**config.mk**
```make
export PLATFORM = sky130hd
export DESIGN_NAME = gfc_div
export DESIGN_NICKNAME = d
export VERILOG_FILES = /design/src/hdl/gfc_pkg.sv /design/src/hdl/gfc_div.sv
export SDC_FILE = /design/constraint.sdc
export NUM_CORES = 1
export LEC_CHECK = 0
export ABC_AREA = 1
export ABC_CLOCK_PERIOD_IN_PS = 10700
export BUFFER_PORTS_ARGS = -buffer_cell sky130_fd_sc_hd__buf_2
export CAP_MARGIN = 20
export CORE_ASPECT_RATIO = 0.9
export CORE_MARGIN = 1
export CORE_UTILIZATION = 45
export CTS_CLUSTER_DIAMETER = 100
export DETAILED_ROUTE_END_ITERATION = 10
export MAX_ROUTING_LAYER = met4
export SYNTH_ARGS = -nofsm -noshare
export SYNTH_HDL_FRONTEND = slang
export SYNTH_SLANG_ARGS = --single-unit
```
**constraint.sdc**
```tcl
create_clock -name clk -period 10.7 [get_ports clk]
set_input_delay 1.07 -clock clk [delete_from_list [all_inputs] [get_ports clk]]
set_output_delay 1.07 -clock clk [all_outputs]
set_load 0.02 [all_outputs]
```
**src/hdl/gfc_pkg.sv**
```systemverilog
`timescale 1ns / 1ps
// ============================================================================
// gfc_pkg
// Shared types, constants and helper functions for the global to Frenet
// converter: transaction structs, status and opcode codes, arctangent table.
// ============================================================================
package gfc_pkg;

  // Path storage
  localparam int MAX_POINTS = 1024;
  localparam int IDX_W      = $clog2(MAX_POINTS);
  localparam int CFG_W      = 11;
  localparam int CNT_W      = CFG_W + 1;
  localparam logic [CFG_W-1:0] LOOK_AHEAD_RESET = CFG_W'(100);

  // APB register map: two registers at 4*i, 11 bits wide, read back zero-extended to 32 bits
  localparam int APB_AW = 3;
  localparam logic [0:0] REG_PATH_LENGTH = 1'b0;
  localparam logic [0:0] REG_LOOK_AHEAD  = 1'b1;

  // Arithmetic widths
  localparam int OPD_W  = 33;        // coordinate difference
  localparam int PROD_W = 2 * OPD_W; // one product
  localparam int ACC_W  = PROD_W + 2;// sum of two products
  localparam int SQ_W   = PROD_W + 1;// sum of two squares, unsigned
  localparam int ROOT_W = 36;

  // CORDIC
  localparam int CORDIC_STEPS = 17;
  localparam logic signed [31:0] HALF_PI_Q16 = 32'sd102944;

  // Opcodes
  localparam logic [0:0] OP_WRITE = 1'b0;
  localparam logic [0:0] OP_QUERY = 1'b1;

  // Result status
  localparam logic [1:0] STAT_OK    = 2'd0;
  localparam logic [1:0] STAT_EMPTY = 2'd1;
  localparam logic [1:0] STAT_DEGEN = 2'd2;

  typedef struct packed {
    logic [0:0]         opcode;
    logic [IDX_W-1:0]   point_index;
    logic signed [31:0] coord_x;
    logic signed [31:0] coord_y;
    logic signed [31:0] heading;
  } in_item_t;

  typedef struct packed {
    logic signed [31:0] frenet_s;
    logic signed [31:0] frenet_d;
    logic signed [31:0] frenet_heading;
    logic [IDX_W-1:0]   closest_index;
    logic [1:0]         status;
  } out_item_t;

  // atan(2^-i) in Q16.16
  function automatic logic [15:0] atan_q16(input logic [4:0] idx);
    logic [15:0] v;
    case (idx)
      5'd0:  v = 16'd51472;
      5'd1:  v = 16'd30386;
      5'd2:  v = 16'd16055;
      5'd3:  v = 16'd8150;
      5'd4:  v = 16'd4091;
      5'd5:  v = 16'd2047;
      5'd6:  v = 16'd1024;
      5'd7:  v = 16'd512;
      5'd8:  v = 16'd256;
      5'd9:  v = 16'd128;
      5'd10: v = 16'd64;
      5'd11: v = 16'd32;
      5'd12: v = 16'd16;
      5'd13: v = 16'd8;
      5'd14: v = 16'd4;
      5'd15: v = 16'd2;
      5'd16: v = 16'd1;
      default: v = 16'd0;
    endcase
    return v;
  endfunction

  // Clamp a 35-bit signed value to 32 bits
  function automatic logic signed [31:0] sat32(input logic signed [34:0] v);
    logic signed [31:0] r;
    if (v > 35'sh0_7FFF_FFFF) begin
      r = 32'sh7FFF_FFFF;
    end else if (v < -35'sh0_8000_0000) begin
      r = 32'sh8000_0000;
    end else begin
      r = v[31:0];
    end
    return r;
  endfunction

endpackage

```
**src/hdl/gfc_div.sv**
```systemverilog
`timescale 1ns / 1ps
// ============================================================================
// gfc_div
// Signed by unsigned restoring divider, one quotient bit per cycle,
// truncating toward zero and saturating the quotient to 32 bits.
// ============================================================================
module gfc_div (
  input  logic                              clk,
  input  logic                              rst_n,
  input  logic                              start,
  input  logic signed [gfc_pkg::ACC_W-1:0]  numer,
  input  logic [gfc_pkg::ROOT_W-1:0]        denom,
  output logic                              done,
  output logic signed [31:0]                quot
);
  import gfc_pkg::*;

  localparam int DC_W = $clog2(ACC_W);

  logic              busy_r, done_r, neg_r;
  logic [DC_W-1:0]   cnt_r;
  logic [ACC_W-1:0]  mag_r, q_r;
  logic [ROOT_W-1:0] rem_r, den_r;
  logic [ROOT_W:0]   rem_sh, diff;
  logic              fits, pos_ovf, neg_ovf;

  assign rem_sh = {rem_r, mag_r[ACC_W-1]};
  assign diff   = rem_sh - {1'b0, den_r};
  assign fits   = rem_sh >= {1'b0, den_r};

  always_ff @(posedge clk) begin
    if (!rst_n) begin
      busy_r <= 1'b0;
      done_r <= 1'b0;
    end else begin
      done_r <= 1'b0;
      if (start) begin
        busy_r <= 1'b1;
        cnt_r  <= '0;
        neg_r  <= numer[ACC_W-1];
        mag_r  <= numer[ACC_W-1] ? ACC_W'(-numer) : ACC_W'(numer);
        den_r  <= denom;
        rem_r  <= '0;
        q_r    <= '0;
      end else if (busy_r) begin
        mag_r <= mag_r << 1;
        rem_r <= fits ? diff[ROOT_W-1:0] : rem_sh[ROOT_W-1:0];
        q_r   <= {q_r[ACC_W-2:0], fits};
        cnt_r <= cnt_r + 1'b1;
        if (cnt_r == DC_W'(ACC_W - 1)) begin
          busy_r <= 1'b0;
          done_r <= 1'b1;
        end
      end
    end
  end

  // Apply sign and clamp
  assign pos_ovf = |q_r[ACC_W-1:31];
  assign neg_ovf = (|q_r[ACC_W-1:32]) || (q_r[31:0] > 32'h8000_0000);

  always_comb begin
    if (neg_r) begin
      quot = neg_ovf ? 32'sh8000_0000 : -$signed(q_r[31:0]);
    end else begin
      quot = pos_ovf ? 32'sh7FFF_FFFF : $signed(q_r[31:0]);
    end
  end

  assign done = done_r;

endmodule

```
-- Yosys cells after proc, flatten, opt, wreduce, memory -nomap -nowiden
Cells that the tools add are included.
- register bits after elaboration: 218
- input port bits: 107
- output and inout bits: 33
- word-level logic and storage cells: 38
- $add $sub $neg: 4
- order comparisons: 2
- equal/unequal tests: 1
- mux-type cells: 14
- bitwise logic cells: 2
- reduce and logical (&&, ||, !) cells: 7
- operators with widths (kind ; count):
    68-bit two-way mux ; 4
    32-bit two-way mux ; 3
    36-bit two-way mux ; 2
    68-bit negator ; 1
    37-bit by 36-bit >= comparator with 1-bit output ; 1
    37-bit OR reduction ; 1
    36-bit OR reduction ; 1
    36-bit subtractor ; 1
    32-bit > comparator (second input constant) ; 1
    32-bit negator ; 1
    7-bit by 1-bit adder with 7-bit output (second input constant) ; 1
    7-bit == test (second input constant) ; 1
    7-bit two-way mux ; 1
    1-bit two-way mux ; 4
    2-bit AND reduction ; 2
    3-bit OR reduction ; 1
    1-bit inverter ; 2
    2-bit nonzero test ; 1
    1-bit logical OR ; 1

-- Depth between registers and ports, before layout
- depth after elaboration: 4
- mapped depth: 18
- gate-level depth less buffers: 17

-- Worst setup path before layout
Ideal clock, no wire load.
- path kind: input to register
- start: in start
- end: reg cnt_r[0] (enable)
- setup time: 0.546 ns
- arrival time: 5.455 ns
- data required time: 10.154 ns
- setup slack: 4.700 ns
- cell stages on the path: 4
- path buffers: 2
- cell sequence: clkbuf_1 -> clkbuf_1 -> nand2_1 -> nand2_1
- word-level cells in the longest chain between the ends: 2
- RTL lines (element ; line ; text):
    from (decl) ; gfc_div.sv:10 ; input logic start,
    2-bit nonzero test (no source line) ; - ;
    2-bit AND reduction (no source line) ; - ;
    to (signal assigned) ; gfc_div.sv:49 ; cnt_r <= cnt_r + 1'b1;
    to (decl) ; gfc_div.sv:21 ; logic [DC_W-1:0] cnt_r;
No other way between the ends.
A chain may end at the register's enable or synchronous reset.

-- Worst setup path in the final report
- start: reg q_r[64]
- end: out quot[6]
- word-level cells in the longest chain between the ends: 4
- elaborated cells on any way between the ends: 6
- classes of those cells: 3 x mux; 3 x reduce/logical
- RTL lines (element ; line ; text):
    from (decl) ; gfc_div.sv:22 ; logic [ACC_W-1:0] mag_r, q_r;
    from (signal assigned) ; gfc_div.sv:48 ; q_r <= {q_r[ACC_W-2:0], fits};
    36-bit OR reduction ; gfc_div.sv:60 ; assign neg_ovf = (|q_r[ACC_W-1:32]) || (q_r[31:0] > 32'h8000_0000);
    1-bit logical OR ; gfc_div.sv:60 ;
    32-bit two-way mux ; gfc_div.sv:64 ; quot = neg_ovf ? 32'sh8000_0000 : -$signed(q_r[31:0]);
    32-bit two-way mux (*) ; gfc_div.sv:63 ; if (neg_r) begin
    to (decl) ; gfc_div.sv:14 ; output logic signed [31:0] quot
Mark *: on every way between the ends. The rest lies on a longest branch, timed or not.

==> impl_metrics.tcl <==
set metrics [dict create \
    status "complete, no violations" \
    period_needed_ns 4.01 \
    worst_slack_ns 6.69 \
    dieWidth_um 195 \
    grt_max_degree 99 \
    end_kind "primary output" \
    syn_nets 2217 \
    tightest_slew_ns 1.00 \
    cts_buffers 26 \
    leakagePower_uw 0.00781 \
    cts_tree "built" \
    cts_num_sinks 218 \
    crit_fanout 31 \
    area_growth_pct 12.1 \
    drtAntennaViolNets 0 \
    synth_top_cell_area_share_pct 42.9 \
    crit-reg2reg-launch "busy_r" \
    fin_crit_sh_pct 37.5 \
    clk_latency_ns 0.54 \
    via_count 13522 \
    fmax_mhz 249 \
    timing.hold.worst.start "mag_r[50]" \
    synth-warning-count 0 \
    worstSetupPathType "flip-flop to primary output" \
    hold_viol_final 0 \
    synth_edf_count 216 \
    grtUsageTotal_pct 24.8 \
    ys_async_sr_fraction_pct 0 \
    cts_setup_buffers 0 \
    syn_inst 2070 \
    synth_ff_type "edfxtp_1" \
    ys_ff_latch 218 \
    gp_congestion 0.979 \
    worstPathArrival_ns 2.94 \
    yosysMostFrequentCell "nand2_1" \
    place_ws_ns 6.70 \
    cts-htree-levels 1 \
    cts_resized 0 \
    ir_drop_uv 93.8 \
    vias_per_cell 5.13 \
    rsz0062_at_grt "no" \
    synth_top_area_cell "edfxtp_1" \
    die_h_um 176 \
    wl_um 40800 \
    path_cells "nor4_1 > nand3_1 > nor2_2 > nand2_1 > o21ai_0 > o21ai_0 > buf_2" \
    fp.coreArea_um2 33000 \
    core.rowCount 63 \
    hp-class "flip-flop to flip-flop" \
    crit_path_start_kind "flip-flop" \
    die-area_um2 34400 \
    finClkSkew_ns 0.0145 \
    antenna_found_initial 2 \
    yosysUniqueCellTypes 47 \
    whs_path_depth 2 \
    fillCellCount 3329 \
    maxCapViolCount 0 \
    drtIter0Drc 1093 \
    synthTopCellsByCount "nand2_1, nor2_1, inv_1" \
    synthesis.area_um2 15100 \
    drive_above_1_share_pct 9.90 \
    critical-path-max-stage-delay_ns 0.53 \
    required_ns 9.63 \
    final_nets 2339 \
    cts.path.max_buffers 3 \
    synth_area_leaders "edfxtp_1, nand2_1, nor2_1" \
    dr.pass1.iters 6 \
    grt_pass1_vias 12681 \
    holdBufCountCts 0 \
    crit_start "q_r[64]" \
    syn_avg_cell_area_um2 7.31 \
    post_drt_wl_per_cell_um 15.5 \
    clk_pin_slew_ns 0.06 \
    io_pins 140 \
    start_util_pct 45.8 \
    drcViolationCount 0 \
    ys_seq_area_share_pct 43.1 \
    slew_violations 0 \
    tns_ns 0 \
    grt_remaining_overflow 0 \
    power_uw 2560 \
    clockRootBuffer "clkbuf_16" \
    setup_viol 0 \
    maxSlewHeadroom_pct 33.3 \
    dpl.hpwl_um 30500 \
    timing.hold.ws_ns 0.517 \
    power.density_nw_per_um2 151 \
    r2r_cells 4 \
    cpMaxStageDelayCell "nand2_1" \
    portBuffers 139 \
    worst_path_most_repeated_cell "o21ai_0" \
    grt_pass1_wl_um 65900 \
]
## routing by layer
layer	vias to the layer above	part of all wire (%)	track usage, %
met5	-	0	-
met4	0	2.5	6.59
li1	6899	-	-
met3	58	6.0	3.00
met2	381	43	37.5
met1	6184	48	35.1
## worst max-delay path: cells and delay by family (launching register included)
kind,cells,cell delay [ns]
simple gates,4,1.37
buf+inv,1,0.18
compound gates,2,0.47
flops,1,0.38
## sequential cells by signal (all words and copies together), names as in the netlist
register	count
neg_r	1
q_r	68
done	1
mag_r	68
cnt_r	7
rem_r	36
den_r	36
busy_r	1
## final cells by class
type	instances	area [um^2]	share of cell area (%)
clock inverter	16	100	0.590
inverter	316	1190	6.99
tap	422	528	3.11
sequential	218	6530	38.5
timing repair buffer	147	758	4.47
multi-input combinational	1483	7160	42.2
clock buffer	32	694	4.09
antenna	2	5.00	0.0295
## placed cells by master (no fill, tap or decap), types with 42 or more instances in the layout
cell      netlist  layout
nand2_1       604     603
nand3_1       114     114
o21ai_0        91      91
xor2_1         63      63
edfxtp_1      216     216
buf_2           2     138
a21oi_1        47      47
inv_1         313     312
nand4_1        42      42
nor2_1        331     331
## final timing paths
| kind | to | slack, ns |
|---|---|---|
| worst max-delay path | quot[6] | 6.69 |
| worst min-delay path | mag_r[51] | 0.52 |
| worst max register to register | mag_r[46] | 7.66 |
| worst min register to register | mag_r[51] | 0.52 |
## kinds of logic (layout without fill, tap and decap cells)
group                      after synthesis  in the layout  synth area share (%)
adders and majority gates               40             40                  3.36
and+or+nand+nor                       1168           1168                  32.3
buffers and inverters                  369            511                  9.61
AOI/OAI and AO/OA                      198            198                  7.12
xor gates and xnor gates                77             77                  4.46
DFF                                    218            218                  43.1
other                                    0              2                     0
## report_power, final
part | internal, uW | leakage (uW) | total, uW | switching, uW
registers | 1050 | 0.00213 | 1090 | 38.7
logic | 210 | 0.00530 | 646 | 436
clock network | 464 | 0.000380 | 824 | 360
## metrics by stage
step | instances | cell area (um^2) | utilization [%]
finish | 2636 | 17000 | 51.4
floorplan | 2070 | 15100 | -
global route | 2636 | 17000 | 51.4
detailed placement | 2586 | 16200 | 48.9
CTS | 2634 | 17000 | 51.3
global placement | 2586 | 16200 | 48.9
Note: power is estimated with default switching activity, not from simulation.
