$ cat src/hdl/gfc_pkg.sv
`timescale 1ns / 1ps
// ============================================================================
// gfc_pkg
// Shared types, constants and helper functions for the global to Frenet
// converter: transaction structs, status and opcode codes, arctangent table.
// ============================================================================
package gfc_pkg;

  // Path storage
  localparam int MAX_POINTS = 1024;
  localparam int IDX_W      = $clog2(MAX_POINTS);
  localparam int CFG_W      = 11;
  localparam int CNT_W      = CFG_W + 1;
  localparam logic [CFG_W-1:0] LOOK_AHEAD_RESET = CFG_W'(100);

  // APB register map: two registers at 4*i, 11 bits wide, read back zero-extended to 32 bits
  localparam int APB_AW = 3;
  localparam logic [0:0] REG_PATH_LENGTH = 1'b0;
  localparam logic [0:0] REG_LOOK_AHEAD  = 1'b1;

  // Arithmetic widths
  localparam int OPD_W  = 33;        // coordinate difference
  localparam int PROD_W = 2 * OPD_W; // one product
  localparam int ACC_W  = PROD_W + 2;// sum of two products
  localparam int SQ_W   = PROD_W + 1;// sum of two squares, unsigned
  localparam int ROOT_W = 36;

  // CORDIC
  localparam int CORDIC_STEPS = 17;
  localparam logic signed [31:0] HALF_PI_Q16 = 32'sd102944;

  // Opcodes
  localparam logic [0:0] OP_WRITE = 1'b0;
  localparam logic [0:0] OP_QUERY = 1'b1;

  // Result status
  localparam logic [1:0] STAT_OK    = 2'd0;
  localparam logic [1:0] STAT_EMPTY = 2'd1;
  localparam logic [1:0] STAT_DEGEN = 2'd2;

  typedef struct packed {
    logic [0:0]         opcode;
    logic [IDX_W-1:0]   point_index;
    logic signed [31:0] coord_x;
    logic signed [31:0] coord_y;
    logic signed [31:0] heading;
  } in_item_t;

  typedef struct packed {
    logic signed [31:0] frenet_s;
    logic signed [31:0] frenet_d;
    logic signed [31:0] frenet_heading;
    logic [IDX_W-1:0]   closest_index;
    logic [1:0]         status;
  } out_item_t;

  // atan(2^-i) in Q16.16
  function automatic logic [15:0] atan_q16(input logic [4:0] idx);
    logic [15:0] v;
    case (idx)
      5'd0:  v = 16'd51472;
      5'd1:  v = 16'd30386;
      5'd2:  v = 16'd16055;
      5'd3:  v = 16'd8150;
      5'd4:  v = 16'd4091;
      5'd5:  v = 16'd2047;
      5'd6:  v = 16'd1024;
      5'd7:  v = 16'd512;
      5'd8:  v = 16'd256;
      5'd9:  v = 16'd128;
      5'd10: v = 16'd64;
      5'd11: v = 16'd32;
      5'd12: v = 16'd16;
      5'd13: v = 16'd8;
      5'd14: v = 16'd4;
      5'd15: v = 16'd2;
      5'd16: v = 16'd1;
      default: v = 16'd0;
    endcase
    return v;
  endfunction

  // Clamp a 35-bit signed value to 32 bits
  function automatic logic signed [31:0] sat32(input logic signed [34:0] v);
    logic signed [31:0] r;
    if (v > 35'sh0_7FFF_FFFF) begin
      r = 32'sh7FFF_FFFF;
    end else if (v < -35'sh0_8000_0000) begin
      r = 32'sh8000_0000;
    end else begin
      r = v[31:0];
    end
    return r;
  endfunction

endpackage

$ cat src/hdl/gfc_atan.sv
`timescale 1ns / 1ps
// ============================================================================
// gfc_atan
// Vectoring-mode CORDIC atan2: normalizes the vector one doubling per cycle,
// folds the left half plane, then runs one CORDIC step per cycle.
// ============================================================================
module gfc_atan (
  input  logic                              clk,
  input  logic                              rst_n,
  input  logic                              start,
  input  logic signed [gfc_pkg::OPD_W-1:0]  y_in,
  input  logic signed [gfc_pkg::OPD_W-1:0]  x_in,
  output logic                              done,
  output logic signed [31:0]                angle
);
  import gfc_pkg::*;

  localparam int CW         = 46;
  localparam int NORM_SHIFT = 40;
  localparam logic signed [CW-1:0] LIM = CW'(64'd1 << NORM_SHIFT);

  typedef enum logic [1:0] {A_IDLE, A_NORM, A_ITER} atan_state_t;

  atan_state_t        state_r;
  logic               done_r;
  logic signed [CW-1:0] x_r, y_r, xs, ys;
  logic signed [31:0] z_r, at;
  logic [4:0]         k_r;

  function automatic logic below_lim(input logic signed [CW-1:0] v);
    logic signed [CW-1:0] m;
    m = v[CW-1] ? -v : v;
    return m < LIM;
  endfunction

  assign xs = x_r >>> k_r;
  assign ys = y_r >>> k_r;
  assign at = $signed({16'd0, atan_q16(k_r)});

  always_ff @(posedge clk) begin
    if (!rst_n) begin
      state_r <= A_IDLE;
      done_r  <= 1'b0;
    end else begin
      done_r <= 1'b0;
      case (state_r)
        A_IDLE: begin
          if (start) begin
            x_r     <= {{(CW-OPD_W){x_in[OPD_W-1]}}, x_in};
            y_r     <= {{(CW-OPD_W){y_in[OPD_W-1]}}, y_in};
            state_r <= A_NORM;
          end
        end
        // Double until one component reaches 2^40, then fold quadrants
        A_NORM: begin
          if (below_lim(x_r) && below_lim(y_r)) begin
            x_r <= x_r <<< 1;
            y_r <= y_r <<< 1;
          end else begin
            k_r <= '0;
            state_r <= A_ITER;
            if (x_r[CW-1]) begin
              if (!y_r[CW-1]) begin
                x_r <= y_r;
                y_r <= -x_r;
                z_r <= HALF_PI_Q16;
              end else begin
                x_r <= -y_r;
                y_r <= x_r;
                z_r <= -HALF_PI_Q16;
              end
            end else begin
              z_r <= '0;
            end
          end
        end
        // One micro-rotation per cycle
        A_ITER: begin
          if (!y_r[CW-1]) begin
            x_r <= x_r + ys;
            y_r <= y_r - xs;
            z_r <= z_r + at;
          end else begin
            x_r <= x_r - ys;
            y_r <= y_r + xs;
            z_r <= z_r - at;
          end
          k_r <= k_r + 1'b1;
          if (k_r == 5'(CORDIC_STEPS - 1)) begin
            state_r <= A_IDLE;
            done_r  <= 1'b1;
          end
        end
        default: state_r <= A_IDLE;
      endcase
    end
  end

  assign done  = done_r;
  assign angle = z_r;

endmodule

$ cat config.mk
export PLATFORM = sky130hd
export DESIGN_NAME = gfc_atan
export DESIGN_NICKNAME = d
export VERILOG_FILES = /design/src/hdl/gfc_pkg.sv /design/src/hdl/gfc_atan.sv
export SDC_FILE = /design/constraint.sdc
export NUM_CORES = 1
export LEC_CHECK = 0
export BUFFER_PORTS_ARGS = -buffer_cell sky130_fd_sc_hd__buf_4
export CORE_MARGIN = 10
export CORE_UTILIZATION = 32
export DETAILED_ROUTE_END_ITERATION = 6
export PLACE_DENSITY = 0.57
export SETUP_SLACK_MARGIN = 0.15
export SYNTH_ARGS = -nofsm -noshare
export SYNTH_HDL_FRONTEND = slang
export SYNTH_SLANG_ARGS = --single-unit
$ cat constraint.sdc
create_clock -name clk -period 23.4 [get_ports clk]
set_clock_uncertainty 0.15 [all_clocks]
set_input_delay 3.51 -clock clk [delete_from_list [all_inputs] [get_ports clk]]
set_output_delay 3.51 -clock clk [all_outputs]
set_load 0.02 [all_outputs]
* Yosys cells after proc, flatten, opt, wreduce, memory -nomap -nowiden
Memories as Yosys holds them, arrays and structs flattened. A register that Yosys moved wholly into a read port is not among the register bits. Cells that the tools add are included.
Operators by class: muxes and demuxes 26, magnitude comparators 2, shift operators 2, add/subtract/negate cells 9, equal/unequal tests 7, reduce and logical (&&, ||, !) cells 9
Operators with widths (number):
- $mux W46 | 11
- $pmux W46 S3 | 2
- $mux W32 | 4
- $add A46 B46 Y46 | 2
- $lt A46 B42 Y1 const B | 2
- $neg A46 Y46 | 2
- $sshr A46 B5 Y46 | 2
- $sub A46 B46 Y46 | 2
- $pmux W32 S2 | 1
- $add A32 B17 Y32 | 1
- $sub A32 B17 Y32 | 1
- $mux W5 | 2
- $pmux W5 S2 | 1
- $reduce_and A3 Y1 | 3
- $mux W2 | 3
- $ne A2 B2 Y1 const B | 3
- $pmux W2 S3 | 1
- $add A5 B1 Y5 const B | 1
- $eq A5 B5 Y1 const B | 1
- $reduce_and A4 Y1 | 1
- $ne A3 B3 Y1 const B | 1
- $reduce_bool A3 Y1 | 1
- $eq A2 B1 Y1 const B | 1
- $eq A2 B2 Y1 const B | 1
- other kinds (5) | 5
Word-level totals: memories kept 1, bits in registers 132, word-level logic and storage cells 63, bits in read-only memories 512, input bits 69, output and inout bits 33
Memories:
- (no name shown) | depth 32, bits a word 16, rd ports 1, clocked after Yosys merged registers in 1, wr ports 0, RTL line gfc_pkg.sv:60 | case (idx)

* Logic depth before layout (Yosys ltp)
depth after elaboration 7, depth in mapped cells 32, mapped depth without buffers 24

* Worst setup path after synthesis
OpenSTA, ideal clock, no wires.
kind input to register, start point input start, end point register x_r[0] (enable), setup slack 12.187 ns, data required time 22.571 ns, arrival time 10.384 ns, library setup time 0.679 ns, stages on the path 3, path buffers 0, path through nand2b_1 and3b_1 a21boi_0
Between the ends: word-level cells in the longest chain between the ends 2
Ends and longest elaborated chain:
- from (decl) | RTL line gfc_atan.sv:10 | input logic start,
- $ne A2 B2 Y1 (no source line)
- $reduce_and A4 Y1 (no source line)
- to (signal assigned) | RTL line gfc_atan.sv:49 | x_r <= {{(CW-OPD_W){x_in[OPD_W-1]}}, x_in};
- to (signal assigned) | RTL line gfc_atan.sv:57 | x_r <= x_r <<< 1;
- to (signal assigned) | RTL line gfc_atan.sv:64 | x_r <= y_r;
- to (decl) | RTL line gfc_atan.sv:26 | logic signed [CW-1:0] x_r, y_r, xs, ys;
No other way between the ends. A chain may end at the register's enable or synchronous reset.

* Worst setup path after layout
start point register k_r[3], end point register x_r[38] (data pin)
Between the ends: word-level cells in the longest chain between the ends 4, elaborated cells between the ends (all ways) 5, those cells by class add/sub: 2; shift: 1; mux: 2
Ends and longest elaborated chain:
- from (decl) | RTL line gfc_atan.sv:28 | logic [4:0] k_r;
- from (signal assigned) | RTL line gfc_atan.sv:88 | k_r <= k_r + 1'b1;
- $sshr A46 B5 Y46 * | RTL line gfc_atan.sv:37 | assign ys = y_r >>> k_r;
- $add A46 B46 Y46 or $sub A46 B46 Y46 (tied branches) | RTL line gfc_atan.sv:80, gfc_atan.sv:84
- $mux W46 * | RTL line gfc_atan.sv:79 | if (!y_r[CW-1]) begin
- $pmux W46 S3 * | RTL line gfc_atan.sv:46 | case (state_r)
- to (signal assigned) | RTL line gfc_atan.sv:49
- to (signal assigned) | RTL line gfc_atan.sv:80 | x_r <= x_r + ys;
- to (signal assigned) | RTL line gfc_atan.sv:84 | x_r <= x_r - ys;
Mark *: on every way between the ends. The rest lies on a longest branch, timed or not.

==> flow_summary.json <==
{
  "run_status": "finished, final reports clean",
  "initial_utilization": 0.3235,
  "synth_flop_cell": "edfxtp_1",
  "cp.required_ps": 23620,
  "viasPerCell": 6.358,
  "ys_async_sr_fraction": 0,
  "holdWs_ps": 393.0,
  "period_share": 0.3455,
  "finalWorstPathRequiredPeriod_ps": 8085,
  "htreeDepth": 4,
  "drcViolationCount": 0,
  "syn-cell-area_um2": 25640,
  "cts_sinks": 148,
  "gr-total-overflow": 0,
  "ios": 102,
  "worst_setup_path_end_kind": "register",
  "drive_above_1_share": 0.1424,
  "grt_pass1_wl_um": 157700,
  "synth_cells": 3081,
  "cp.arrival_ps": 8310,
  "multiInputGateArea_um2": 20000,
  "grt_max_degree": 154,
  "synth_top_cells_by_area": "edfxtp_1, ha_1, mux4_2",
  "fillers": 8325,
  "num_antenna_cells": 0,
  "syn2layout_area_growth_pct": 8.145,
  "synth_fa_ha_area_frac": 0.07701,
  "drv_slew": 0,
  "globalplace.congestion": 1.008,
  "nets": 3232,
  "max_freq_mhz": 123.7,
  "synth_xor_area_frac": 0.09327,
  "setup_tns_ps": 0,
  "start_kind": "register",
  "finalSetupViolCount": 0,
  "ant_nets": 0,
  "cp-startpoint": "k_r[3]",
  "post-cts-setup-buffer-count": 0,
  "die_h_um": 303.0,
  "worst-slew-pin-transition_ps": 1054,
  "root_buffer": "clkbuf_16",
  "track_usage": 0.2219,
  "portBuffers": 101,
  "drv_cap": 0,
  "ys_types": 105,
  "worstReg2RegStart": "k_r[3]",
  "synth_mux_area_frac": 0.1754,
  "cts_resized": 0,
  "path_clk_slew_ps": 110,
  "drt-pass1-iter-count": 6,
  "cts_tree": "built",
  "finalHoldViolCount": 0,
  "synth_top_cell_by_area": "edfxtp_1",
  "cts_buffer_depth": 2,
  "yosys.area.top_type_share": 0.1511,
  "clkLatencyLatePin_ps": 530,
  "drt_iter0_drc": 3122,
  "vias": 25876,
  "avgSynthCellArea_um2": 8.321,
  "yosys.area_share.simple": 0.1714,
  "worstHoldStart": "state_r[0]",
  "first_global_vias": 24957,
  "yosysSeqAreaShare": 0.1659,
  "numCtsBuffers": 17,
  "synth_top_family_by_area": "compound AO/OA/AOI/OAI gates",
  "rsz0062_at_grt": "no",
  "core_um2": 79260,
  "synth_edf_count": 129,
  "syn-num-nets": 3306,
  "hold_path_class": "register to register",
  "yosysWarnings": 0,
  "path_class": "register to register",
  "synth-seq-cells": 148,
  "die_w_um": 303.0,
  "regArea_um2": 4254,
  "dieArea_um2": 91840,
  "critPathMaxFanout": 69,
  "grt_antenna_before_repair": 2,
  "hpwl_um": 76440,
  "maxSlewHeadroom": 0.2916,
  "ctsHoldBuffers": 0,
  "synth_compound_area_frac": 0.2604,
  "wl_um": 104900,
  "fp-row-count": 103,
  "wl_per_cell_um": 25.78
}
critical path, stage by stage (launching register included):
cell,delay (ps)
edfxtp_1,340
buf_4,330
buf_4,780
mux4_1,720
mux4_2,540
a211oi_1,570
o2111ai_1,260
and3b_1,400
nand3_1,240
nor3_1,510
nand3_1,170
xor2_1,160
o22ai_1,100
ha_1,420
nand2_1,120
or4bb_1,480
o21ai_0,570
a311oi_1,260
or3b_2,490
a21o_1,170
a21oi_1,120
kinds of logic after synthesis:
kind of cell	after synthesis
and+or+nand+nor	897
muxes	294
adders and majority gates	156
DFF	148
xor gates and xnor gates	273
buffers and inverters	336
AOI/OAI and AO/OA	977
state kept, by name, summed over array words and instances (netlist names):
name and cells:
x_r 46, y_r 46, angle 32, at 16, k_r 5, state_r 2
done 1
synthesized netlist by cell type, drive strengths merged (29+ instances only):
master and count:
nor2 281, nand2 247, a21oi 225, clkbuf 180, xnor2 168, ha 153
o21ai 151, edfxtp 129, mux4 108, mux2i 106, xor2 105, a21o 85
buf 80, mux2 80, a31oi 77, inv 73, nor3 60, a221oi 51
nand3 51, a22oi 49, o31ai 35, a211oi 34, and3 33, and2 31
o21a 29
area by class of cell:
| class | count | share of cell area |
|---|---|---|
| tap | 1050 | 0.04738 |
| timing repair buffer | 167 | 0.04612 |
| clock inverter | 14 | 0.005009 |
| sequential | 148 | 0.1534 |
| multi-input combinational | 2597 | 0.7215 |
| clock buffer | 18 | 0.01625 |
| inverter | 76 | 0.01029 |
placed cells by master (no fill, tap or decap), types with 23 or more instances in the layout:
cell type and instances:
a211oi_1 32, a21o_1 85, a21oi_1 224, a221oi_1 49, a22oi_1 49, a31oi_1 76, and2_1 29, and3_1 33
buf_4 165, edfxtp_1 129, ha_1 151, inv_1 69, mux2_2 79, mux2i_1 105, mux4_1 23, mux4_2 85
nand2_1 246, nand2b_1 27, nand3_1 50, nor2_1 281, nor2b_1 25, nor3_1 59, o211ai_1 26, o21a_1 29
o21ai_0 149, o31ai_1 34, or3_1 24, xnor2_1 168, xor2_1 105
per-layer routing:
| layer | wire [µm] | up-vias | global-route usage |
|---|---|---|---|
| met1 | 44080 | 12528 | 0.2988 |
| met3 | 9940 | 261 | 0.04148 |
| met2 | 46040 | 1419 | 0.3411 |
| met5 | 0 | - | 0 |
| met4 | 4845 | 0 | 0.09901 |
| li1 | - | 11668 | - |
metrics by stage:
| step | cell area (µm²) | instances | util | worst slack, ps |
|---|---|---|---|---|
| 5_1_grt | 27730 | 4070 | 0.3498 | 14940 |
| 3_3_place_gp | 27140 | 4038 | 0.3424 | 15640 |
| 6_report | 27730 | 4070 | 0.3498 | 15310 |
| 4_1_cts | 27730 | 4070 | 0.3498 | 15470 |
| 2_1_floorplan | 25640 | 3081 | - | 12190 |
| 3_5_place_dp | 27140 | 4038 | 0.3424 | 15480 |
final timing paths:
check	endpoint	slack [ps]	depth (start not counted)
setup / recovery	x_r[38]	15310	20
hold / removal	state_r[0]	390	2
setup reg to reg	x_r[38]	15310	20
hold reg to reg	state_r[0]	390	2
Power is left out: the tool's default activity adds up to more than one toggle a clock period on the data nets, which glitch-free logic cannot reach.
