`config.mk`:
```
export PLATFORM = sky130hd
export DESIGN_NAME = gfc_sqrt
export DESIGN_NICKNAME = d
export VERILOG_FILES = /design/src/hdl/gfc_pkg.sv /design/src/hdl/gfc_sqrt.sv
export SDC_FILE = /design/constraint.sdc
export NUM_CORES = 1
export LEC_CHECK = 0
export BUFFER_PORTS_ARGS = -buffer_cell sky130_fd_sc_hd__buf_2
export CAP_MARGIN = 0
export CORE_MARGIN = 2
export CORE_UTILIZATION = 30
export CTS_BUF_LIST = sky130_fd_sc_hd__clkbuf_8
export DETAILED_ROUTE_END_ITERATION = 6
export SLEW_MARGIN = 20
export SYNTH_ARGS = -nofsm -noshare
export SYNTH_HDL_FRONTEND = slang
export SYNTH_SLANG_ARGS = --single-unit
```
`constraint.sdc`:
```
create_clock -name clk -period 6.3 [get_ports clk]
set_clock_uncertainty 0.05 [all_clocks]
set_input_delay 0.63 -clock clk [delete_from_list [all_inputs] [get_ports clk]]
set_output_delay 0.63 -clock clk [all_outputs]
set_load 0.02 [all_outputs]
```
`src/hdl/gfc_pkg.sv`:
```
`timescale 1ns / 1ps
// ============================================================================
// gfc_pkg
// Shared types, constants and helper functions for the global to Frenet
// converter: transaction structs, status and opcode codes, arctangent table.
// ============================================================================
package gfc_pkg;

  // Path storage
  localparam int MAX_POINTS = 1024;
  localparam int IDX_W      = $clog2(MAX_POINTS);
  localparam int CFG_W      = 11;
  localparam int CNT_W      = CFG_W + 1;
  localparam logic [CFG_W-1:0] LOOK_AHEAD_RESET = CFG_W'(100);

  // APB register map: two registers at 4*i, 11 bits wide, read back zero-extended to 32 bits
  localparam int APB_AW = 3;
  localparam logic [0:0] REG_PATH_LENGTH = 1'b0;
  localparam logic [0:0] REG_LOOK_AHEAD  = 1'b1;

  // Arithmetic widths
  localparam int OPD_W  = 33;        // coordinate difference
  localparam int PROD_W = 2 * OPD_W; // one product
  localparam int ACC_W  = PROD_W + 2;// sum of two products
  localparam int SQ_W   = PROD_W + 1;// sum of two squares, unsigned
  localparam int ROOT_W = 36;

  // CORDIC
  localparam int CORDIC_STEPS = 17;
  localparam logic signed [31:0] HALF_PI_Q16 = 32'sd102944;

  // Opcodes
  localparam logic [0:0] OP_WRITE = 1'b0;
  localparam logic [0:0] OP_QUERY = 1'b1;

  // Result status
  localparam logic [1:0] STAT_OK    = 2'd0;
  localparam logic [1:0] STAT_EMPTY = 2'd1;
  localparam logic [1:0] STAT_DEGEN = 2'd2;

  typedef struct packed {
    logic [0:0]         opcode;
    logic [IDX_W-1:0]   point_index;
    logic signed [31:0] coord_x;
    logic signed [31:0] coord_y;
    logic signed [31:0] heading;
  } in_item_t;

  typedef struct packed {
    logic signed [31:0] frenet_s;
    logic signed [31:0] frenet_d;
    logic signed [31:0] frenet_heading;
    logic [IDX_W-1:0]   closest_index;
    logic [1:0]         status;
  } out_item_t;

  // atan(2^-i) in Q16.16
  function automatic logic [15:0] atan_q16(input logic [4:0] idx);
    logic [15:0] v;
    case (idx)
      5'd0:  v = 16'd51472;
      5'd1:  v = 16'd30386;
      5'd2:  v = 16'd16055;
      5'd3:  v = 16'd8150;
      5'd4:  v = 16'd4091;
      5'd5:  v = 16'd2047;
      5'd6:  v = 16'd1024;
      5'd7:  v = 16'd512;
      5'd8:  v = 16'd256;
      5'd9:  v = 16'd128;
      5'd10: v = 16'd64;
      5'd11: v = 16'd32;
      5'd12: v = 16'd16;
      5'd13: v = 16'd8;
      5'd14: v = 16'd4;
      5'd15: v = 16'd2;
      5'd16: v = 16'd1;
      default: v = 16'd0;
    endcase
    return v;
  endfunction

  // Clamp a 35-bit signed value to 32 bits
  function automatic logic signed [31:0] sat32(input logic signed [34:0] v);
    logic signed [31:0] r;
    if (v > 35'sh0_7FFF_FFFF) begin
      r = 32'sh7FFF_FFFF;
    end else if (v < -35'sh0_8000_0000) begin
      r = 32'sh8000_0000;
    end else begin
      r = v[31:0];
    end
    return r;
  endfunction

endpackage

```
`src/hdl/gfc_sqrt.sv`:
```
`timescale 1ns / 1ps
// ============================================================================
// gfc_sqrt
// Digit-by-digit integer square root, one result bit per cycle.
// ============================================================================
module gfc_sqrt (
  input  logic                        clk,
  input  logic                        rst_n,
  input  logic                        start,
  input  logic [gfc_pkg::SQ_W-1:0]    radicand,
  output logic                        done,
  output logic [gfc_pkg::ROOT_W-1:0]  root
);
  import gfc_pkg::*;

  localparam int RAD_W = 2 * ROOT_W;
  localparam int REM_W = ROOT_W + 4;
  localparam int SC_W  = $clog2(ROOT_W);

  logic              busy_r, done_r;
  logic [SC_W-1:0]   cnt_r;
  logic [RAD_W-1:0]  rad_r;
  logic [REM_W-1:0]  rem_r;
  logic [ROOT_W-1:0] root_r;
  logic [REM_W-1:0]  rem_sh, trial;
  logic              fits;

  // Bring down two radicand bits, try root*4+1
  assign rem_sh = {rem_r[REM_W-3:0], rad_r[RAD_W-1 -: 2]};
  assign trial  = {2'b00, root_r, 2'b01};
  assign fits   = rem_sh >= trial;

  always_ff @(posedge clk) begin
    if (!rst_n) begin
      busy_r <= 1'b0;
      done_r <= 1'b0;
    end else begin
      done_r <= 1'b0;
      if (start) begin
        busy_r <= 1'b1;
        cnt_r  <= '0;
        rad_r  <= RAD_W'(radicand);
        rem_r  <= '0;
        root_r <= '0;
      end else if (busy_r) begin
        rad_r  <= rad_r << 2;
        rem_r  <= fits ? rem_sh - trial : rem_sh;
        root_r <= {root_r[ROOT_W-2:0], fits};
        cnt_r  <= cnt_r + 1'b1;
        if (cnt_r == SC_W'(ROOT_W - 1)) begin
          busy_r <= 1'b0;
          done_r <= 1'b1;
        end
      end
    end
  end

  assign done = done_r;
  assign root = root_r;

endmodule

```
# Yosys cells after proc, flatten, opt, wreduce, memory -nomap -nowiden
# Index checks and enable logic that the tools add are counted.
# word_totals
input_bits	70
elab_cells	26
ff_bits	154
out_inout_bits	37
# op_classes
eq_ne	1
magnitude_cmp	1
bitwise_logic	2
reduce_logical	3
addsub	2
mux	10
# ops
op	count
2-to-1 mux 38 bit	2
2-to-1 mux 72 bit	1
2-to-1 mux 67 bit	1
greater-or-equal comparator 40 x 38 -> 1 bit	1
subtractor 38 bit	1
2-to-1 mux 36 bit	1
adder 6 x 1 -> 6 bit (second input constant)	1
equality test 6 bit (second input constant)	1
2-to-1 mux 6 bit	1
2-to-1 mux 1 bit	4
OR reduction 3 bit	1
inverter 1 bit	2
AND reduction 2 bit	1
nonzero test 2 bit	1

# Longest topological paths before layout
# Gate-level depths: netlist (run 1).
# depth
depth_word	4
mapped_depth	14
depth_no_buf	11

# Least setup slack after synthesis (run 1)
# OpenSTA, ideal clock, no wires.
# synth_path
path_type	input -> register
startpoint	input start
endpoint	register cnt_r[0] (enable)
path_slack_ns	1.252
setup_time_ns	0.525
n_path_buf	2
path_stages	3
t_required_ns	5.725
arrival_ns	4.473
cell_sequence	clkbuf_1 > buf_2 > o21a_1
# synth_between
elab_chain_cells	2
# synth_rtl
element	line	rtl
start, declared	gfc_sqrt.sv:9	input logic start,
nonzero test 2 bit (no line)	n/a	
AND reduction 2 bit (no line)	n/a	
end signal, assigned	gfc_sqrt.sv:49	cnt_r <= cnt_r + 1'b1;
end, declared	gfc_sqrt.sv:21	logic [SC_W-1:0] cnt_r;
# No other way between the ends.
# A chain may end at the register's enable or synchronous reset.

# Worst setup path in the final report (run 1)
# layout_path
startpoint	register rem_r[23]
endpoint	register rem_r[32] (data pin)
# layout_between
elab_chain_cells	3
elab_cells_between_ends	4
classes_between	add/sub: 1; order compare: 1; mux: 2
# layout_rtl
element	line	rtl
start, declared	gfc_sqrt.sv:23	logic [REM_W-1:0] rem_r;
start signal, assigned	gfc_sqrt.sv:47	rem_r <= fits ? rem_sh - trial : rem_sh;
subtractor 38 bit / greater-or-equal comparator 40 x 38 -> 1 bit (equally long branches)	gfc_sqrt.sv:47, gfc_sqrt.sv:31	
2-to-1 mux 38 bit *	gfc_sqrt.sv:47	
2-to-1 mux 38 bit *	gfc_sqrt.sv:45	end else if (busy_r) begin
# Every way passes the cells marked *; elsewhere a longest branch is shown, timed or not. The select of a mux whose other input is x is not followed.

==> impl_results.md, run 1 <==
- RSZ-0062 raised after global routing: false
- CP Max Fanout: 22
- Post-DRT Antenna Nets: 0
- RR Endpoint: rem_r[32]
- R2R cell count: 11
- Area post-placement: 9500 µm²
- Synth Area per Inst: 11.1 µm²
- Async S/R FF share, synth: 0%
- First-pass DRT Iterations: 6
- P_leak: 3.87 nW
- Largest net degree at the start of global routing: 109
- Mapped Cells: 776
- Design area: 9890 µm²
- Fillers: 2925
- Top FF cell, synth: edfxtp_1
- Crit path required time: 6.47 ns
- Final slew viol count: 0
- CTS Hold Bufs: 0
- H-tree depth: 4
- Vias: 6078
- Worst Hold Class: primary input to flip-flop
- Clk Tree Root Cell: clkbuf_8
- Routability-driven placement congestion ratio: 0.816
- Post-Syn Area: 8610 µm²
- Kind of end point of the critical path: flip-flop
- Distinct cells, synth: 63
- Final Critical Period: 3.87 ns
- WL per Instance: 15.0 µm
- Die Ht: 173 µm
- Syn nets: 885
- Antenna violations before repair: 4
- DRC: 0
- Reg-to-Reg Start: rem_r[23]
- Routed WL: 19000 µm
- Slew headroom: 34.5%
- Synth Register Bits: 154
- Vias/cell: 4.81
- Final setup viols: 0
- Share of cells above drive strength 1: 24.8%
- CTS tree: built
- Global-route wire length before repair: 31200 µm
- Hold Crit Start: rst_n
- Setup TNS: 0 ns
- Post-CTS Setup Bufs: 0
- Number of global-route vias before repair: 6066
- Number of nets in the layout: 976
- Post-DP HPWL: 12800 µm
- Clock buffer depth: 2
- Detailed router's first-iteration violation count: 424
- # diodes: 0
- Die ar.: 30100 µm²
- Largest cells by area after synthesis: edfxtp_1 (53%), mux2_2 (8.5%), ha_1 (5.7%)
- Worst hold endpoint: done
- Reg clk slew, reported paths: 0.10 ns
- Status: finished clean
- Sink Count: 154
- Fin crit share: 61.4%
- Worst Tran Pin Value: 0.983 ns
- Ys Warns: 0
- IO Pins: 107
- Multi-input gate area: 3670 µm²
- CP startpoint kind: flip-flop
- # rows: 62
- Synth top area share: 53.0%
- Area grow syn2layout: 14.9%
- Arrival @ worst endpoint: 4.04 ns
- Worst Hold Path Cells: 2
- Post-synth EDFFs: 152
- Starting Density: 30.3%
- CTS resizes: 0
- Remaining Overflow, GRT: 0
- Die span in x: 173 µm
- Core Area: 28500 µm²
- PD cells: 270 nW/µm²
- Commonest cells after routing, fill and taps aside: edfxtp_1 (152), buf_2 (105), nand2_1 (81)
- Max-cap violations: 0
- IO Port Bufs: 106
- Area leader, netlist: edfxtp_1
- FMAX: 0.258 GHz
- CTS buffer count: 17
- Peak supply drop: 0.000143 V
- Reg2Reg Setup Slack: 2.43 ns
- Sequential-to-total area share from yosys stat: 53.5%
- Reg area: 4600 µm²
- GRT Overall Usage: 12.7%
- Setup CP Type: flip-flop to flip-flop
- Worst-Skew Late Latency: 0.46 ns
- Commonest non-fill, non-tap cell in the layout: edfxtp_1
- Final Hold Fails: 0
[worst max-delay path by stage]
stage                            to      start  slack [ns]  cells past startpoint
final                     rem_r[32]  rem_r[23]        2.43                     11
after global routing      rem_r[32]   root[23]        2.13                     12
after CTS                 rem_r[32]  rem_r[23]        2.42                     11
after detailed placement  rem_r[32]   root[23]        2.42                     12
after global placement    rem_r[32]   root[23]        2.50                     12
after floorplan            cnt_r[0]      start        1.25                      3
[metrics by stage]
| stage | cells | power, W | hold WS (ns) | setup WS (ns) | util [%] |
|---|---|---|---|---|---|
| finish | 1264 | 0.00267 | 0.385 | 2.43 | 34.7 |
| floorplan | 776 | 0.00178 | 0.404 | 1.25 | - |
| CTS | 1264 | 0.00270 | 0.363 | 2.42 | 34.7 |
| global route | 1264 | 0.00282 | 0.368 | 2.13 | 34.7 |
| global placement | 1232 | 0.00192 | 0.429 | 2.50 | 33.4 |
| detailed placement | 1232 | 0.00192 | 0.447 | 2.42 | 33.4 |
[cell families after synthesis]
group                      share of synthesized area (%)
and+or+nand+nor                                     12.6
AOI/OAI and AO/OA                                   12.2
muxes                                               8.96
xor gates and xnor gates                            3.15
adders and majority gates                           5.67
DFF                                                 53.5
buffers and inverters                               4.01
[power by group]
group / internal [W] / switching (W)
sequential: 0.00123 / 0.0000344
combinational: 0.000259 / 0.000379
clock: 0.000330 / 0.000439
total: 0.00182 / 0.000853
[state kept, by name (all words and copies together), names as in the netlist]
name and flops:
rad_r 72, rem_r 38, root 36, done 1, cnt_r 6, busy_r 1
[synth_stat cells, types with 2 or more instances]
cell,number
o21ai_1,2
nor2_1,77
or2_2,3
dfxtp_1,2
nand4_1,10
mux2i_1,4
mux2_2,65
nor4_1,3
xor2_1,13
o311ai_0,4
nand3b_1,2
nor3_1,7
buf_2,3
nand2_1,81
o211ai_1,3
xnor2_1,18
and3_1,12
buf_4,2
a21o_1,13
a32oi_1,2
and4_1,2
inv_1,48
o31ai_1,2
clkbuf_1,29
ha_1,39
a31oi_1,3
o21ai_0,26
a21boi_0,2
a21oi_1,62
edfxtp_1,152
a211oi_1,13
o21bai_1,2
a311o_1,2
o21a_1,7
nand3_1,16
nor2b_1,12
and2_1,6
buf_6,2
[worst max-delay path: stages, from the launching register on]
cell,delay (ns)
edfxtp_1,0.41
ha_1,0.39
a21oi_2,0.15
o21ai_1,0.10
or4b_1,0.49
o211ai_2,0.14
o31ai_2,0.12
a2111oi_4,0.39
and2_1,0.55
buf_4,0.39
nor4_1,0.09
a311o_1,0.35
[area by class of cell]
cell class / instances / share of cell area [%]
flip-flops and latches: 154 / 46.5
multi-input cells: 537 / 37.1
repair buffers: 109 / 5.74
well taps: 384 / 4.86
clock buffers: 17 / 2.36
inverters: 48 / 1.82
clock inverters: 15 / 1.57
[per-layer routing]
layer / track usage (%) / up-vias / share of wire, %
met2: 19.6 / 165 / 45
met5: 0 / - / 0.30
met3: 5.09 / 17 / 8.1
met1: 16.9 / 2876 / 46
met4: 2.82 / 8 / 0.68
li1: - / 3012 / -
Power figures use the tool's default switching activity.
==> run 2: changes to the inputs <==
Clock period 6.3 ns to 3.85 ns, I/O delays scaled along.
==> impl_results.md, run 2 (synthesis results as in run 1) <==
- IO Pins: 107 (unchanged)
- Fillers: 2874 (-1.7%)
- IO Port Bufs: 106 (unchanged)
- Die span in x: 173 µm (unchanged)
- Die Ht: 173 µm (unchanged)
- Final setup viols: 0 (unchanged)
- Area post-placement: 9570 µm² (+0.66%)
- CTS resizes: 0 (unchanged)
- Post-CTS Setup Bufs: 0 (unchanged)
- Clk Tree Root Cell: clkbuf_8
- Commonest non-fill, non-tap cell in the layout: edfxtp_1
- Global-route wire length before repair: 31500 µm (+1.0%)
- Reg-to-Reg Start: rem_r[23]
- Share of cells above drive strength 1: 25.2% (+0.43 points)
- FMAX: 0.295 GHz (+14%)
- Overall power: 0.00438 W (+64%)
- CP startpoint kind: flip-flop
- Arrival @ worst endpoint: 3.52 ns (-0.52 ns)
- Setup TNS: 0 ns (unchanged)
- WL per Instance: 14.8 µm (-1.4%)
- Largest Register: rad_r
- Worst-Skew Late Latency: 0.46 ns (about the same)
- Largest net degree at the start of global routing: 125 (+15%)
- GRT Overall Usage: 13.0% (+0.26 points)
- Reg clk slew, reported paths: 0.10 ns (about the same)
- Number of global-route vias before repair: 6174 (+1.8%)
- Worst hold margin: 0.139 ns (-0.246 ns)
- DRC: 0 (unchanged)
- Final slew viol count: 0 (unchanged)
- Kind of end point of the critical path: flip-flop
- Remaining Overflow, GRT: 0 (unchanged)
- H-tree depth: 4 (unchanged)
- Routability-driven placement congestion ratio: 0.815 (-0.22%)
- Fin crit share: 88.0% (+27 points)
- Routed WL: 18800 µm (-0.77%)
- CTS Hold Bufs: 0 (unchanged)
- Starting Density: 30.3% (unchanged)
- CP Max Fanout: 16 (-27%)
- P_leak: 3.90 nW (+0.82%)
- Post-DRT Antenna Nets: 0 (unchanged)
- Post-DP HPWL: 13000 µm (+1.3%)
- Vias/cell: 4.77 (-0.86%)
- Number of nets in the layout: 981 (+0.51%)
- Detailed router's first-iteration violation count: 467 (+10%)
- Commonest cells after routing, fill and taps aside: edfxtp_1 (152), buf_2 (105), nand2_1 (81)
- Cells after DPL: 1237 (+0.41%)
- Setup CP Type: flip-flop to flip-flop
- CTS tree: built
- Setup crit start: rem_r[23]
- Max-cap violations: 0 (unchanged)
- Peak supply drop: 0.000212 V (+48%)
- First-pass DRT Iterations: 5 (-1)
- Worst Tran Pin Value: 0.650 ns (-0.333 ns)
- Hold Crit Start: rst_n
- Final Hold Fails: 0 (unchanged)
- Design area: 9960 µm² (+0.68%)
- Status: finished clean
- Area grow syn2layout: 15.6%
- Final Non-Filler Cells: 1272 (+0.63%)
- Worst Hold Class: primary input to flip-flop
- CTS buffer count: 17 (unchanged)
- Slew headroom: 56.7% (+22 points)
- Vias: 6064 (-0.23%)
- RSZ-0062 raised after global routing: false
- Sink Count: 154 (unchanged)
- Final Critical Period: 3.39 ns (-0.483 ns)
- Core Area: 28500 µm² (unchanged)
- Antenna violations before repair: 3 (-1)
- # rows: 62 (unchanged)
- Crit path required time: 3.98 ns (-2.49 ns)
- Max FFs per register: 72 (unchanged)
- Die ar.: 30100 µm² (unchanged)
- Clock buffer depth: 2 (unchanged)
- PD cells: 440 nW/µm² (+63%)
==> run 2: per-stage QoR <==
stage	util, %	worst slack, ns
2_1_floorplan	-	0.609
3_3_place_gp	33.6	0.583
3_5_place_dp	33.6	0.531
4_1_cts	35.0	0.503
5_1_grt	35.0	0.211
6_report	35.0	0.463
==> run 2: routing by layer <==
| metal | routed length (µm) | GRT usage [%] | share of wire [%] | up-vias |
|---|---|---|---|---|
| li1 | - | - | - | 3023 |
| met1 | 8780 | 17.3 | 47 | 2854 |
| met2 | 8290 | 19.6 | 44 | 168 |
| met3 | 1540 | 5.26 | 8.2 | 19 |
| met4 | 220 | 3.32 | 1.2 | 0 |
| met5 | 0 | 0 | 0 | - |
==> run 2: power breakdown <==
part	internal [W]	switching (W)	total, W
clock network	0.000539	0.000719	0.00126
logic	0.000436	0.000621	0.00106
registers	0.00201	0.0000545	0.00207
total	0.00299	0.00139	0.00438
==> run 2: final timing paths <==
path               end  slack (ns)  cells after the start
max          rem_r[26]        0.46                     11
min               done        0.14                      2
max reg2reg  rem_r[26]        0.46                     11
min reg2reg       done        0.45                      1
==> run 2: critical path, stage by stage (launching register included) <==
cell	delay, ns
edfxtp_1	0.42
ha_1	0.39
a21oi_2	0.16
o21ai_1	0.10
or4b_1	0.51
o211ai_2	0.14
o31ai_2	0.12
a2111oi_4	0.38
and2_1	0.37
buf_4	0.30
a21o_1	0.12
a21oi_1	0.06
==> run 2: layout make-up <==
type	instances	area (µm²)	share of cell area (%)
Sequential cell	154	4600	46.2
Multi-Input combinational cell	537	3670	36.9
Timing Repair Buffer	114	631	6.33
Tap cell	384	480	4.82
Clock buffer	17	234	2.35
Inverter	48	180	1.81
Clock inverter	15	153	1.53
Antenna cell	3	7.51	0.0754
